===== config.mk =====
export PLATFORM = sky130hd
export DESIGN_NAME = cme_front
export DESIGN_NICKNAME = d
export VERILOG_FILES = /design/src/sv/cme_pkg.sv /design/src/sv/cme_front.sv
export SDC_FILE = /design/constraint.sdc
export NUM_CORES = 1
export LEC_CHECK = 0
export BUFFER_PORTS_ARGS = -buffer_cell sky130_fd_sc_hd__buf_2
export CAP_MARGIN = 20
export CORE_MARGIN = 2
export CORE_UTILIZATION = 30
export DETAILED_ROUTE_END_ITERATION = 12
export PLACE_DENSITY = 0.57
export REMOVE_ABC_BUFFERS = 1
export SLEW_MARGIN = 10
export SYNTH_ARGS = -nofsm -noshare
export SYNTH_HDL_FRONTEND = slang
export SYNTH_SLANG_ARGS = --single-unit
export TNS_END_PERCENT = 1

===== constraint.sdc =====
create_clock -name vclk -period 12.55
set_input_delay 1.8825 -clock vclk [all_inputs]
set_output_delay 1.8825 -clock vclk [all_outputs]
set_load 0.01 [all_outputs]

===== src/sv/cme_pkg.sv =====
// Shared types, constants and the CORDIC angle table for the cylinder mesh
// element generator. No dependencies.
package cme_pkg;

  // defaults for the top-level parameters
  localparam int CORDIC_STEPS_DEF = 16;
  localparam int INDEX_BITS_DEF   = 16;

  // segment count limits
  localparam logic [13:0] N_MIN        = 14'd3;
  localparam logic [13:0] N_MAX_SMOOTH = 14'd16382;
  localparam logic [13:0] N_MAX_FLAT   = 14'd10922;

  // request opcodes
  localparam logic OP_VERTEX   = 1'b0;
  localparam logic OP_TRIANGLE = 1'b1;

  // register indexes
  localparam logic [1:0] REG_SEGMENTS = 2'd0;
  localparam logic [1:0] REG_LENGTH   = 2'd1;
  localparam logic [1:0] REG_SMOOTH   = 2'd2;

  // phase divider: 32 quotient bits, divisor and remainder below 2^15
  localparam int DIV_BITS = 32;
  localparam int DW       = 15;

  // CORDIC datapath width (Q2.30 plus headroom)
  localparam int CW = 34;
  localparam logic signed [CW-1:0] CORDIC_GAIN = 34'sd652032874;
  localparam logic [31:0] TURN_QUARTER = 32'h4000_0000;

  localparam logic signed [15:0] ONE_Q14  = 16'sd16384;
  localparam logic signed [14:0] HALF_Q14 = 15'sd8192;

  // atan(2^-i) in turns * 2^-32
  function automatic logic signed [CW-1:0] atan_turn(input int i);
    logic signed [CW-1:0] a;
    case (i)
      0:  a = 34'sd536870912;
      1:  a = 34'sd316933406;
      2:  a = 34'sd167458907;
      3:  a = 34'sd85004756;
      4:  a = 34'sd42667331;
      5:  a = 34'sd21354465;
      6:  a = 34'sd10679838;
      7:  a = 34'sd5340245;
      8:  a = 34'sd2670163;
      9:  a = 34'sd1335087;
      10: a = 34'sd667544;
      11: a = 34'sd333772;
      12: a = 34'sd166886;
      13: a = 34'sd83443;
      14: a = 34'sd41722;
      15: a = 34'sd20861;
      16: a = 34'sd10430;
      17: a = 34'sd5215;
      18: a = 34'sd2608;
      19: a = 34'sd1304;
      20: a = 34'sd652;
      21: a = 34'sd326;
      22: a = 34'sd163;
      23: a = 34'sd81;
      default: a = '0;
    endcase
    return a;
  endfunction

  // classified request, handed from front to back
  typedef struct packed {
    logic                 oor;
    logic                 pos_zero;     // center vertex, triangle or error
    logic                 nxz_zero;     // cap, triangle or error
    logic                 norm_from_a;  // flat side: normal from mid phase
    logic signed [15:0]   py;
    logic signed [15:0]   ny;
    logic [15:0]          corner_a;
    logic [15:0]          corner_b;
    logic [15:0]          corner_c;
    logic [DW-1:0]        num_a;        // mid phase numerator
    logic [DW-1:0]        den_a;
    logic [DW-1:0]        num_b;        // point phase numerator
    logic [DW-1:0]        den_b;
  } job_t;

endpackage


===== src/sv/cme_front.sv =====
// Front end: clamps the segment count and classifies one request into a job.
// Depends on cme_pkg.
module cme_front import cme_pkg::*; #(
  parameter int INDEX_BITS = INDEX_BITS_DEF
) (
  input  logic [13:0] segment_count_i,
  input  logic [15:0] length_q8_i,
  input  logic        smooth_mode_i,
  input  logic        opcode_i,
  input  logic [15:0] element_number_i,
  output job_t        job_o
);

  localparam logic [15:0] IDX_MASK = (INDEX_BITS >= 16) ? 16'hFFFF :
                                     16'((33'd1 << INDEX_BITS) - 33'd1);

  logic [13:0] n;
  logic [17:0] n18, e18, side, bc, cnt_v, cnt_t, seg, base, center, sb, ca, cb, cc;
  logic        bottom;
  logic signed [15:0] h;

  // effective segment count
  always_comb begin
    n = segment_count_i;
    if (n < N_MIN) n = N_MIN;
    if (smooth_mode_i && n > N_MAX_SMOOTH) n = N_MAX_SMOOTH;
    if (!smooth_mode_i && n > N_MAX_FLAT) n = N_MAX_FLAT;
  end

  assign n18   = 18'(n);
  assign e18   = 18'(element_number_i);
  assign side  = smooth_mode_i ? (n18 << 1) + 18'd2 : (n18 << 2);
  assign bc    = side + n18 + 18'd2;
  assign cnt_v = bc + n18 + 18'd2;
  assign cnt_t = n18 << 2;
  assign h     = 16'(length_q8_i >> 1);

  // classification
  always_comb begin
    job_o       = '0;
    seg         = '0;
    base        = '0;
    center      = '0;
    sb          = '0;
    ca          = '0;
    cb          = '0;
    cc          = '0;
    bottom      = 1'b0;
    job_o.pos_zero = 1'b1;
    job_o.nxz_zero = 1'b1;
    job_o.den_a    = DW'(n18);
    job_o.den_b    = DW'(n18);
    if (opcode_i == OP_VERTEX) begin
      if (e18 >= cnt_v) begin
        job_o.oor = 1'b1;
      end else if (e18 < side) begin
        job_o.pos_zero = 1'b0;
        job_o.nxz_zero = 1'b0;
        bottom = e18[0];
        if (smooth_mode_i) begin
          seg = e18 >> 1;
          sb  = seg;
        end else begin
          seg = e18 >> 2;
          sb  = seg + 18'(e18[1]);
          job_o.norm_from_a = 1'b1;
          job_o.num_a = DW'((seg << 1) + 18'd1);
          job_o.den_a = DW'(n18 << 1);
        end
        job_o.py = bottom ? -h : h;
      end else begin
        bottom = (e18 >= bc);
        center = bottom ? bc : side;
        job_o.pos_zero = (e18 == center);
        sb = e18 - center - 18'd1;
        job_o.py = bottom ? -h : h;
        job_o.ny = bottom ? -ONE_Q14 : ONE_Q14;
      end
      // point s = N wraps to phase zero
      job_o.num_b = (sb == n18) ? '0 : DW'(sb);
    end else begin
      if (e18 >= cnt_t) begin
        job_o.oor = 1'b1;
      end else begin
        if (e18 < (n18 << 1)) begin
          seg  = e18 >> 1;
          base = smooth_mode_i ? (seg << 1) : (seg << 2);
          if (!e18[0]) begin
            ca = base; cb = base + 18'd2; cc = base + 18'd1;
          end else begin
            ca = base + 18'd1; cb = base + 18'd2; cc = base + 18'd3;
          end
        end else if (e18 < (n18 << 1) + n18) begin
          seg = e18 - (n18 << 1);
          ca = side; cb = side + 18'd2 + seg; cc = side + 18'd1 + seg;
        end else begin
          seg = e18 - (n18 << 1) - n18;
          ca = bc; cb = bc + 18'd1 + seg; cc = bc + 18'd2 + seg;
        end
        job_o.corner_a = ca[15:0] & IDX_MASK;
        job_o.corner_b = cb[15:0] & IDX_MASK;
        job_o.corner_c = cc[15:0] & IDX_MASK;
      end
    end
  end

endmodule


==> impl_results.md <==
- Seq pwr share: 0%
- Max Fclk: 79.7 MHz
- Synthesized area: 12200 µm²
- I/O Buffers: 176
- Layout cells sized above 1: 30.5%
- YS warnings: 0
- Period utilization: ~100%
- Initial Util: 30.6%
- GP Congestion: 0.955
- Routed vias/inst: 5.40
- Xor/xnor share of the synthesized area: between 10% and 20%
- Synth cell count leaders: 245 x ha_1, 170 x nor2_1, 144 x a21oi_1
- Largest family of logic cells by synthesized area: adder cells
- WP data arrival: 10.66 ns
- Vias in the first global route: around 14000
- Site row count: 73
- Int Pwr: 0.00147 W
- Clock buffer count: 0
- # hold bufs at CTS: 0
- Number of sequential cells: 0
- HP Class: input port to output port
- # DRC: 0
- Initial antenna violation count: 1
- Top post-synthesis cells by area: ha_1 25%, xnor2_1 7.7%, a21oi_1 5.9%
- Vias: 14400
- Status: finished clean
- Post-route insts no fill: 2666
- Required @ worst endpoint: 10.67 ns
- CP Launch Type: input port
- Fin Hold WS: 4.10 ns
- Register area share after synthesis: 0%
- Clk pwr share: 0%
- Crit-path max cell delay: roughly 0.40 ns
- Final WS setup: 0.00268 ns
- First-pass GRT wire length: 77.8 mm
- CP most frequent cell: buf_4
- Inst Count DP: 2631
- Adder-cell area share of the yosys netlist: 30.8%
- Die H: about 210 µm
- Synth Area in Compound Gates: 27.8%
- Max VDD drop: between 0.0001 and 0.00015 V
- Fin util: 42.5%
- Total Routed Length: between 50 and 60 mm
- CP startpoint: segment_count_i[3]
- Top cell type's share of synthesized area: 25.1%
- Routed Antenna Nets: 0
- I/O pin total: 192
- Comb power frac: 100.0%
- Die X: 206 µm
- Final Max Slew Viols: 0
- Critical path class: input port to output port
- Switching Share: a little over half
- Tot GR Track Use: between 20% and 30%
- Highest-delay cell along the critical path: and4b_2
- Crit path max fanout: 6
- Worst Hold End: job_o[13]
- Max Cap Viol: 0
- Die Area: 42300 µm²
- Post-Place Cell Area: 15600 µm²
- Slew HR: a little over a quarter
- Endpoints failing hold: 0
- Post-synth top area cell: ha_1
- Syn-to-layout area delta: 38.8%
- DR WL/cell: 19.6 µm
- Lkg Pwr: around 8 nW
- Hold Crit Depth: 3
- CP endpoint kind: output port
- Switch Pwr: around 0.0017 W
- RSZ-0062 raised after global routing: true
- Nets: between 2000 and 2500
- Largest net degree at the start of global routing: 50
- Worst slew pin tran: 1.08 ns
- PD cells: about 190 nW/µm²
- Simple-gate share of the synthesized area: 19.4%
- Total gr overflow: 0
- Initial DRC count: 1033
- Cell area after layout: between 15000 and 20000 µm²
- Synth Area per Inst: just over 7 µm²
- Ant. Diodes: 0
- DRT Pass-1 Iters: 7
- Period minus WS final: 12.55 ns
- Register area: 0 µm²
- Mux share of post-synthesis cell area: 2.40%
- Yosys cell types: 78
- Pre-CTS setup slack: -0.823 ns
- Core area: between 30000 and 40000 µm²
- Synth Instances: 1709
- Hold Startpoint: segment_count_i[13]
- Final setup fails: 0
- Post-DP HPWL: 42.8 mm
- Most common cell in the netlist: ha_1
==> layer usage <==
metal  global-route usage, %  vias to the layer above  routed length, µm
met2                    39.4                      459              24100
met5                       0                        -                 10
li1                        -                     7026                  -
met1                    31.9                     6807              23400
met4                    5.63                        2               1350
met3                    3.03                       90               3550
==> cells by family (layout without fill, tap and decap cells) <==
family | Yosys count | count (layout)
AOI/OAI and AO/OA | 519 | 519
adders and majority gates | 280 | 280
and+or+nand+nor | 507 | 507
other | 1 | 16
xor gates and xnor gates | 182 | 182
buffers and inverters | 191 | 608
muxes | 29 | 29
==> area by class of cell <==
class / count / area [µm²]
Timing Repair Buffer: 487 / 3380
Inverter: 121 / 459
Fill cell: 4073 / 23000
Tap cell: 525 / 657
Multi-Input combinational cell: 1533 / 12400
==> cell usage in the layout, fill, tap and decap left out, types with 37 or more instances in the layout <==
cell	instances
a211oi_1	49
a21oi_1	130
a21o_1	42
buf_4	302
ha_1	214
nand2_1	130
xor2_1	74
nor2_1	159
o21ai_0	67
buf_2	166
xnor2_1	102
inv_1	108
nor3_1	37
==> how the worst max path moves through the flow <==
stage / end / slack [ns] / cells after the start
4_1_cts: job_o[27] / 0.005 / 48
6_report: job_o[27] / 0.003 / 50
3_3_place_gp: job_o[26] / -0.78 / 46
3_5_place_dp: job_o[26] / -0.82 / 46
2_1_floorplan: job_o[27] / -0.46 / 41
5_1_grt: job_o[28] / -0.39 / 49
==> worst max-delay path: cells and delay by family <==
family          cells  cell delay [ns]
compound gates     19             3.36
xor+xnor            1             0.16
fa+ha+maj           6             1.73
buf+inv            11             1.65
simple gates       13             1.85
==> per-stage QoR <==
step	power, W	setup TNS, ns
detailed placement	0.00292	-25.36
floorplan	0.00188	-11.33
CTS	0.00302	0
finish	0.00319	0
global placement	0.00286	-20.52
global route	0.00351	-6.52
==> power groups by stage <==
| stage | logic (W) | clock network, W | registers, W |
|---|---|---|---|
| finish | 0.00319 | 0 | 0 |
| detailed placement | 0.00292 | 0 | 0 |
| global placement | 0.00286 | 0 | 0 |
| global route | 0.00351 | 0 | 0 |
| floorplan | 0.00188 | 0 | 0 |
| CTS | 0.00302 | 0 | 0 |
==> timing repair <==
item                       4_1_cts  5_1_grt
setup buffers                   12       23
setup endpoints to repair       65       65
resized for setup               98      133
pin swaps                       33       75
gates cloned                     0        2
No activity file was read; power rests on OpenSTA's default activity.
