### config.mk
export PLATFORM = sky130hd
export DESIGN_NAME = cme_fifo
export DESIGN_NICKNAME = d
export VERILOG_FILES = /design/src/sv/cme_pkg.sv /design/src/sv/cme_fifo.sv
export SDC_FILE = /design/constraint.sdc
export NUM_CORES = 1
export LEC_CHECK = 0
export BUFFER_PORTS_ARGS = -buffer_cell sky130_fd_sc_hd__buf_2
export CORE_MARGIN = 10
export CORE_UTILIZATION = 30
export CTS_BUF_LIST = sky130_fd_sc_hd__clkbuf_8 sky130_fd_sc_hd__clkbuf_16
export DETAILED_ROUTE_END_ITERATION = 8
export PLACE_DENSITY = 0.58
export SLEW_MARGIN = 20
export SYNTH_ARGS = -nofsm -noshare
export SYNTH_HDL_FRONTEND = slang
export SYNTH_SLANG_ARGS = --single-unit
### constraint.sdc
create_clock -name clk_i -period 14.7 [get_ports clk_i]
set_input_delay 2.94 -clock clk_i [delete_from_list [all_inputs] [get_ports clk_i]]
set_output_delay 2.94 -clock clk_i [all_outputs]
set_load 0.05 [all_outputs]
### src/sv/cme_pkg.sv
// Shared types, constants and the CORDIC angle table for the cylinder mesh
// element generator. No dependencies.
package cme_pkg;

  // defaults for the top-level parameters
  localparam int CORDIC_STEPS_DEF = 16;
  localparam int INDEX_BITS_DEF   = 16;

  // segment count limits
  localparam logic [13:0] N_MIN        = 14'd3;
  localparam logic [13:0] N_MAX_SMOOTH = 14'd16382;
  localparam logic [13:0] N_MAX_FLAT   = 14'd10922;

  // request opcodes
  localparam logic OP_VERTEX   = 1'b0;
  localparam logic OP_TRIANGLE = 1'b1;

  // register indexes
  localparam logic [1:0] REG_SEGMENTS = 2'd0;
  localparam logic [1:0] REG_LENGTH   = 2'd1;
  localparam logic [1:0] REG_SMOOTH   = 2'd2;

  // phase divider: 32 quotient bits, divisor and remainder below 2^15
  localparam int DIV_BITS = 32;
  localparam int DW       = 15;

  // CORDIC datapath width (Q2.30 plus headroom)
  localparam int CW = 34;
  localparam logic signed [CW-1:0] CORDIC_GAIN = 34'sd652032874;
  localparam logic [31:0] TURN_QUARTER = 32'h4000_0000;

  localparam logic signed [15:0] ONE_Q14  = 16'sd16384;
  localparam logic signed [14:0] HALF_Q14 = 15'sd8192;

  // atan(2^-i) in turns * 2^-32
  function automatic logic signed [CW-1:0] atan_turn(input int i);
    logic signed [CW-1:0] a;
    case (i)
      0:  a = 34'sd536870912;
      1:  a = 34'sd316933406;
      2:  a = 34'sd167458907;
      3:  a = 34'sd85004756;
      4:  a = 34'sd42667331;
      5:  a = 34'sd21354465;
      6:  a = 34'sd10679838;
      7:  a = 34'sd5340245;
      8:  a = 34'sd2670163;
      9:  a = 34'sd1335087;
      10: a = 34'sd667544;
      11: a = 34'sd333772;
      12: a = 34'sd166886;
      13: a = 34'sd83443;
      14: a = 34'sd41722;
      15: a = 34'sd20861;
      16: a = 34'sd10430;
      17: a = 34'sd5215;
      18: a = 34'sd2608;
      19: a = 34'sd1304;
      20: a = 34'sd652;
      21: a = 34'sd326;
      22: a = 34'sd163;
      23: a = 34'sd81;
      default: a = '0;
    endcase
    return a;
  endfunction

  // classified request, handed from front to back
  typedef struct packed {
    logic                 oor;
    logic                 pos_zero;     // center vertex, triangle or error
    logic                 nxz_zero;     // cap, triangle or error
    logic                 norm_from_a;  // flat side: normal from mid phase
    logic signed [15:0]   py;
    logic signed [15:0]   ny;
    logic [15:0]          corner_a;
    logic [15:0]          corner_b;
    logic [15:0]          corner_c;
    logic [DW-1:0]        num_a;        // mid phase numerator
    logic [DW-1:0]        den_a;
    logic [DW-1:0]        num_b;        // point phase numerator
    logic [DW-1:0]        den_b;
  } job_t;

endpackage

### src/sv/cme_fifo.sv
// Short job queue between front and back end.
// Depends on cme_pkg.
module cme_fifo import cme_pkg::*; (
  input  logic clk_i,
  input  logic rst_ni,
  input  logic push_i,
  input  job_t wdata_i,
  output logic full_o,
  input  logic pop_i,
  output logic empty_o,
  output job_t rdata_o
);

  localparam int DEPTH = 4;

  job_t       mem [DEPTH];
  logic [1:0] wr_q, wr_d, rd_q, rd_d;
  logic [2:0] cnt_q, cnt_d;

  assign full_o  = (cnt_q == 3'(DEPTH));
  assign empty_o = (cnt_q == 3'd0);
  assign rdata_o = mem[rd_q];

  // pointer and fill update
  always_comb begin
    wr_d  = wr_q + 2'(push_i);
    rd_d  = rd_q + 2'(pop_i);
    cnt_d = cnt_q + 3'(push_i) - 3'(pop_i);
  end

  always_ff @(posedge clk_i or negedge rst_ni) begin
    if (!rst_ni) begin
      wr_q  <= '0;
      rd_q  <= '0;
      cnt_q <= '0;
    end else begin
      wr_q  <= wr_d;
      rd_q  <= rd_d;
      cnt_q <= cnt_d;
    end
  end

  always_ff @(posedge clk_i) begin
    if (push_i) mem[wr_q] <= wdata_i;
  end

endmodule

==> flow_summary.ini, run 1 <==
[detailed_routing]
drt-pass1-iter-count = 4
dr_total_vias = 9350
drtIter0Drc = 570
detail_route.wirelength_mm = 44.4
wl_per_cell_um = 21.1
post-route-drc-count = 0
antenna_left = 0
vias_per_cell = 4.45

[placed_design]
gp_congestion = 0.693
dp_hpwl_mm = 26.8
dp_slack_ns = 8.37
place_area_um2 = 23700
portBuffers = 293

[sta]
fin_worst_skew_ns = 0.0172
setup_viol = 0
min_period_ns = 6.79
rsz0062_at_grt = false
fmax_mhz = 147
final_max_slew_viol_count = 0
fin_tns_setup_ns = 0
layout_setup_ws_ns = 7.91
tightest_slew_ns = 1.02
hold_viol = 0
period_share_pct = 46.2
relSlewSlack_pct = 31.8

[critical_path]
worstPathArrival_ns = 3.85
cp_data_required_time_ns = 11.76
startpoint_type = register
critPathCaptureType = output port
crit_chain = buf_4 -> buf_4 -> mux4_2 -> buf_2
cp_num_cells = 4
crit_buf_inv = 3
rr_startpoint = wr_q[0]
max_stage_delay_ns = 0.89
startpoint = rd_q[0]
crit_fanout = 45
critPathTopFamily = buffers and inverters
ff2ff_path_depth = 2
cp_slowest_cell = buf_4
worstSetupPathType = reg -> out
path_common_cell = buf_4

[final_layout]
drive_above_1_share_pct = 46.1
final_design_area_no_fill_um2 = 25400
syn2layout_area_growth_pct = 20.3
final_net_count = 1265

[clocking]
postCtsSetupBuffers = 0
cts.clk_slew.worst_paths_ns = 0.06
cts_hold_buf = 0
ctsLongestPathBuffers = 3
cts_tree = built
cts_made_buffers = 60
clk_latency_ns = 0.60
cts-root-buf = clkbuf_16
h-tree-depth = 2
cts_sinks = 583
cts_resized = 0

[floorplan]
row_count = 97
io_pins = 294
die_area_um2 = 81400
start_util_pct = 30.2
die_x_um = 285
fp.dieH_um = 285
core_um2 = 69900

[global_route]
grt_pass1_vias = 10102
grt_max_degree = 145
antenna_found_initial = 13
gr-total-overflow = 0
grt_pass1_wl_mm = 66.5
grtUsageTotal_pct = 10.7

[logic_synthesis]
syn_area_per_cell_um2 = 27.2
synth_nets = 930
netlist_instances = 777
netlist_area_um2 = 21100
yosysWarnings = 0
ys_ff_latch = 583
ys_seq_area_share_pct = 82.8
synthDistinctLibCells = 16

[run_status]
status = finished clean

[worst_hold_path]
hold_start = wr_q[1]
hold_class = reg -> reg
holdPathStages = 1

[pwr]
ir_drop_v = 0.000153
leakagePower_uw = 0.00852
powerDensity_nw_per_um2 = 230

[run]
maxCapViolations = 0
==> cells in the mapped netlist <==
cell      number  share of area, %
ha_1           4              0.24
inv_1          4             0.071
dfrtp_1        7              0.83
edfxtp_1     576                82
buf_2         12              0.28
buf_4          8              0.28
buf_6          8              0.43
clkbuf_1       4             0.071
mux4_2       144                15
xor2_1         2             0.083
nor3_1         1             0.024
and3_1         1             0.030
and3b_1        2             0.083
xnor3_1        1              0.11
nor3b_1        2             0.071
fa_1           1             0.095
==> cell type report <==
cell class,instances,area (µm²)
fillers,6463,44500
flip-flops and latches,583,17500
multi-input cells,158,3410
repair buffers,305,1570
clock buffers,61,1530
well taps,940,1180
clock inverters,43,201
inverters,4,15.0
diodes,6,15.0
==> worst register-to-register path, stage by stage (launching register included) <==
cell	delay (ns)
dfrtp_1	0.42
and3b_4	0.86
buf_4	0.88
==> final timing paths <==
path / endpoint / slack [ns]
worst max-delay path: rdata_o[96] / 7.91
worst min-delay path: wr_q[1] / 0.55
worst max register to register: mem[2][62] / 12.05
worst min register to register: wr_q[1] / 0.55
max in group asynchronous: rd_q[0] / 12.34
min in group asynchronous: cnt_q[0] / 2.18
==> cells by family (layout without fill, tap and decap cells) <==
kind of cell,after synthesis,after routing,share of synthesized area (%)
DFF,583,583,82.8
and+or+nand+nor,6,6,0.207
other,0,6,0
buffers and inverters,36,413,1.14
adders and majority gates,5,5,0.332
xor gates and xnor gates,3,3,0.190
muxes,144,144,15.4
==> power by group <==
part	leakage, µW	switching, µW	internal [µW]
sequential	0.00537	97.5	2180
clock	0.000910	591	743
combinational	0.00224	1600	632
total	0.00852	2290	3560
==> layer usage <==
layer	share of wire (%)	global-route usage [%]	wire, µm	up-vias
met5	0.14	0	64	-
met4	2.3	3.16	1020	12
met3	6.9	3.44	3060	85
met2	50	17.7	22300	250
met1	40	13.3	18000	4930
li1	-	-	-	4073
==> flip-flops by register name, summed over array words and instances, names as in the netlist <==
register  count
rd_q          2
cnt_q         3
wr_q          2
mem         576
==> per-stage QoR <==
step / total power [µW] / utilization (%) / hold slack [ns] / instances
2_1_floorplan: 4110 / - / 0.480 / 777
3_3_place_gp: 4600 / 33.8 / 0.528 / 1990
3_5_place_dp: 4620 / 33.8 / 0.550 / 1990
4_1_cts: 5980 / 36.3 / 0.555 / 2094
5_1_grt: 6120 / 36.3 / 0.587 / 2097
6_report: 5850 / 36.3 / 0.551 / 2100
==> placed cells by master, fill, tap and decap left out, types with 2 or more instances in the layout <==
master / n
diode_2: 6
mux4_2: 144
xor2_1: 2
buf_4: 11
and3b_4: 2
clkinv_1: 11
clkinv_4: 3
dfrtp_1: 5
clkinvlp_4: 2
clkinv_2: 10
edfxtp_1: 576
clkbuf_16: 61
buf_2: 293
dfrtp_4: 2
inv_1: 20
ha_1: 4
(Power assumes the default switching activity.)
==> run 2: changes to the inputs <==
PLACE_DENSITY = 0.6   (was 0.58)
clock period = 5.8 ns   (was 14.7 ns; I/O delays follow)
==> flow_summary.ini, run 2 (same netlist as run 1, synthesis figures left out) <==
[run_status]
status = finished clean

[sta]
fmax_mhz = 249
setup_viol = 0
layout_setup_ws_ns = 1.78
relSlewSlack_pct = 34.6
final_max_slew_viol_count = 0
fin_tns_setup_ns = 0
period_share_pct = 69.3
rsz0062_at_grt = false
min_period_ns = 4.02
hold_viol = 0
fin_worst_skew_ns = 0.0210
tightest_slew_ns = 0.981

[floorplan]
fp.dieH_um = 285
start_util_pct = 30.2
die_x_um = 285
io_pins = 294
row_count = 97
die_area_um2 = 81400
core_um2 = 69900

[clocking]
cts_sinks = 583
cts_tree = built
ctsLongestPathBuffers = 3
cts_made_buffers = 60
cts_hold_buf = 0
h-tree-depth = 2
cts.clk_slew.worst_paths_ns = 0.06
clk_latency_ns = 0.60
postCtsSetupBuffers = 0
cts_resized = 0
cts-root-buf = clkbuf_16

[detailed_routing]
vias_per_cell = 4.47
wl_per_cell_um = 21.5
drt-pass1-iter-count = 4
detail_route.wirelength_mm = 45.3
antenna_left = 0
drtIter0Drc = 655
dr_total_vias = 9413
post-route-drc-count = 0

[global_route]
grt_pass1_wl_mm = 67.4
antenna_found_initial = 12
grtUsageTotal_pct = 10.9
grt_pass1_vias = 10472
grt_max_degree = 96
gr-total-overflow = 0

[pwr]
leakagePower_uw = 0.00861
powerDensity_nw_per_um2 = 588
ir_drop_v = 0.000712

[run]
maxCapViolations = 0

[placed_design]
dp_slack_ns = 2.32
gp_congestion = 0.685
portBuffers = 293
dp_hpwl_mm = 27.6
dp.cells = 1993

[final_layout]
fillerInstances = 6420
regArea_um2 = 17500
largest_reg_flops = 576
top_regs = mem: 576 flops, cnt_q: 3 flops
largest_register = mem
multi_input_area_um2 = 3420
final_cells = 2108
final_core_util_pct = 36.6
final_common_cell = edfxtp_1
final_cell_mix = edfxtp_1 (576), buf_2 (293), mux4_2 (144)
final_net_count = 1268
syn2layout_area_growth_pct = 21.3
drive_above_1_share_pct = 46.7

[critical_path]
cp_data_required_time_ns = 4.64
critPathCaptureType = output port
crit_fanout = 92
startpoint_type = register
worstPathArrival_ns = 2.86
startpoint = rd_q[0]
worstSetupPathType = reg -> out
rr_startpoint = wr_q[1]

[worst_hold_path]
hold_class = in -> async
-- run 2: power by group --
group	total, µW	switching [µW]	leakage, µW	internal, µW
sequential	5810	280	0.00537	5530
combinational	5700	4050	0.00228	1640
clock	3560	1540	0.000958	2020
-- run 2: through the flow --
step           hold WS, ns  total power, µW  instance area [µm²]
2_1_floorplan        0.488            10400                21100
5_1_grt              0.356            15700                25600
3_5_place_dp         0.583            11800                23800
4_1_cts              0.335            15400                25600
6_report             0.384            15100                25600
3_3_place_gp         0.560            11700                23700
-- run 2: path summary, 6_finish.rpt --
path	cells past startpoint	slack, ns	endpoint
min in group clk_i	1	0.59	wr_q[1]
hold reg to reg	1	0.59	wr_q[1]
setup reg to reg	2	3.35	mem[1][27]
hold / removal	1	0.38	cnt_q[0]
setup / recovery	3	1.78	rdata_o[95]
max in group asynchronous	1	5.23	rd_q[1]
-- run 2: cell type report --
cell class	instances	area share [%]
diodes	1	0.00977
clock buffers	62	6.06
clock inverters	52	1.19
inverters	4	0.0586
multi-input cells	158	13.4
flip-flops and latches	583	68.2
well taps	940	4.59
repair buffers	308	6.49
-- run 2: critical path: stages (launching register included) --
cell and delay (ns):
dfrtp_4 0.58, buf_12 0.51, mux4_2 0.66, buf_2 0.24
-- run 2: metal layers --
layer / track usage, % / wire length, µm / vias to the layer above
li1: - / - / 4075
met1: 13.0 / 18300 / 4975
met2: 18.3 / 22600 / 251
met3: 4.14 / 3290 / 90
met4: 3.00 / 1010 / 22
met5: 0 / 133 / -
==> run 3: changes to the inputs <==
ABC_AREA = 1   (was unset)
PLACE_DENSITY = 0.58   (was 0.6)
clock period = 3.8 ns   (was 5.8 ns; I/O delays follow)
==> flow_summary.ini, run 3 <==
[run_status]
status = finished clean

[critical_path]
ff2ff_path_depth = 3
crit_fanout = 196
critPathCaptureType = output port
worstPathArrival_ns = 2.63
rr_startpoint = wr_q[1]
cp_data_required_time_ns = 3.04
startpoint_type = register
crit_chain = buf_12 -> nand2_1 -> nand3_1 -> nand2_1 -> buf_2
max_stage_delay_ns = 0.49
cp-endpoint = rdata_o[85]
r2r_end = mem[3][141]
reg2reg_slack_ns = 1.68
startpoint = rd_q[0]
path_common_cell = nand2_1
cp_slowest_cell = buf_12
worstSetupPathType = reg -> out

[run]
maxCapViolations = 0

[global_route]
grt.met1_usage_pct = 14.8
grtUsageMet2_pct = 20.2
grt_max_degree = 197
grt_pass1_vias = 15292
antenna_found_initial = 12
top_usage_layer = met2
grtUsageTotal_pct = 12.1
use_met3_pct = 3.46
grt_pass1_wl_mm = 88.7
gr-total-overflow = 0

[logic_synthesis]
syn_area_per_cell_um2 = 10.7
netlist_instances = 2291
synth_nets = 2444
ys_ff_latch = 583
synthDistinctLibCells = 16
async_flop_share_pct = 1.20
yosysWarnings = 0
netlist_area_um2 = 24500
ys_top_cells_by_area = edfxtp_1 (71%), nand2_1 (11%), inv_1 (9.0%), nand3_1 (5.9%), buf_4 (1.0%)
synthFlopType = edfxtp_1
ys_seq_area_share_pct = 71.3
synth_common_cells = nand2_1 (725), inv_1 (585), edfxtp_1 (576)
synth_top_area_share_pct = 70.6
synth_area_leader_cell = edfxtp_1
synth_edf_count = 576
yosys.cell_count.top_type = nand2_1

[floorplan]
io_pins = 294
die_area_um2 = 93500
core_um2 = 80800
start_util_pct = 30.3
die_x_um = 306
row_count = 104
fp.dieH_um = 306

[clocking]
clk_latency_ns = 0.59
cts_made_buffers = 69
cts-root-buf = clkbuf_16
cts.clk_slew.worst_paths_ns = 0.06
h-tree-depth = 3
ctsLongestPathBuffers = 3
cts_sinks = 583
cts_tree = built

[detailed_routing]
antenna_left = 0
post-route-drc-count = 0
dr_total_vias = 15466
drtIter0Drc = 826
vias_per_cell = 4.18
wl_per_cell_um = 15.5
drt-pass1-iter-count = 5
detail_route.wirelength_mm = 57.4

[final_layout]
fillerInstances = 7945
largest_register = mem
top_regs = mem: 576 flops, cnt_q: 3 flops
final_net_count = 2737
drive_above_1_share_pct = 16.0
largest_reg_flops = 576
final_common_cell = nand2_1
syn2layout_area_growth_pct = 20.0
multi_input_area_um2 = 4330
final_cell_mix = nand2_1 (725), inv_1 (599), edfxtp_1 (576)
regArea_um2 = 17500

[pwr]
powerDensity_nw_per_um2 = 907
ir_drop_v = 0.000732
power_uw = 26700
leakagePower_uw = 0.0135

[sta]
min_period_ns = 3.39
tightest_slew_ns = 1.33
hold_viol = 0
fin_tns_setup_ns = 0
final_max_slew_viol_count = 0
period_share_pct = 89.1
rsz0062_at_grt = false
fmax_mhz = 295
relSlewSlack_pct = 11.4
setup_viol = 0
fin_worst_skew_ns = 0.0205

[placed_design]
gp_congestion = 0.702
portBuffers = 293
dp_hpwl_mm = 32.3

[worst_hold_path]
hold_class = in -> reg
hold_start = wdata_i[93]
## run 3: how the worst min path moves through the flow
stage / end / cells past startpoint
4_1_cts: mem[0][93] / 1
6_report: mem[0][93] / 1
5_1_grt: mem[0][93] / 1
3_5_place_dp: cnt_q[2] / 2
2_1_floorplan: cnt_q[0] / 0
3_3_place_gp: cnt_q[2] / 2
## run 3: what timing repair did
item / 4_1_cts / 5_1_grt
hold buffers: 1 / 0
gates resized for setup: 0 / 0
hold endpoints to repair: 7 / 0
endpoints found under the setup margin: 0 / 0
setup buffers: 0 / 0
## run 3: area by class of cell
| class | count | area share (%) |
|---|---|---|
| antenna | 3 | 0.0255 |
| clock buffer | 71 | 6.04 |
| clock inverter | 50 | 1.37 |
| inverter | 587 | 7.54 |
| multi-input combinational | 1027 | 14.7 |
| sequential | 583 | 59.5 |
| tap | 1060 | 4.51 |
| timing repair buffer | 316 | 6.31 |
## run 3: worst max-delay path, delay by kind of cell, from the launching register on
kind / cells / cell delay (ns)
buffers and inverters: 2 / 0.70
flip-flops: 1 / 0.48
AND/OR/NAND/NOR: 3 / 0.35
## run 3: kinds of logic after synthesis
family	share of synthesized area, %
xor gates and xnor gates	0.0715
and+or+nand+nor	17.1
adders and majority gates	0.286
buffers and inverters	11.2
DFF	71.3
## run 3: metal layers
layer	up-vias	share of wire [%]	routed length, µm
met5	-	0.18	105
met4	18	2.6	1510
met3	111	6.7	3830
met2	348	48	27800
met1	7247	42	24200
li1	7742	-	-
## run 3: where the power goes
group          leakage, µW  switching (µW)  total [µW]  internal [µW]
Sequential         0.00537             265        8700           8430
Combinational      0.00700            9190       11600           2450
Clock              0.00112            2580        6320           3740
## run 3: stage by stage
stage	area, µm²	utilization (%)	hold WS, ns	cells	worst slack, ns
floorplan	24500	-	0.464	2291	-0.966
global placement	27200	33.7	0.529	3572	1.10
detailed placement	27200	33.7	0.521	3572	1.11
CTS	29400	36.4	0.325	3694	0.443
global route	29400	36.4	0.341	3696	0.315
finish	29400	36.4	0.379	3697	0.413
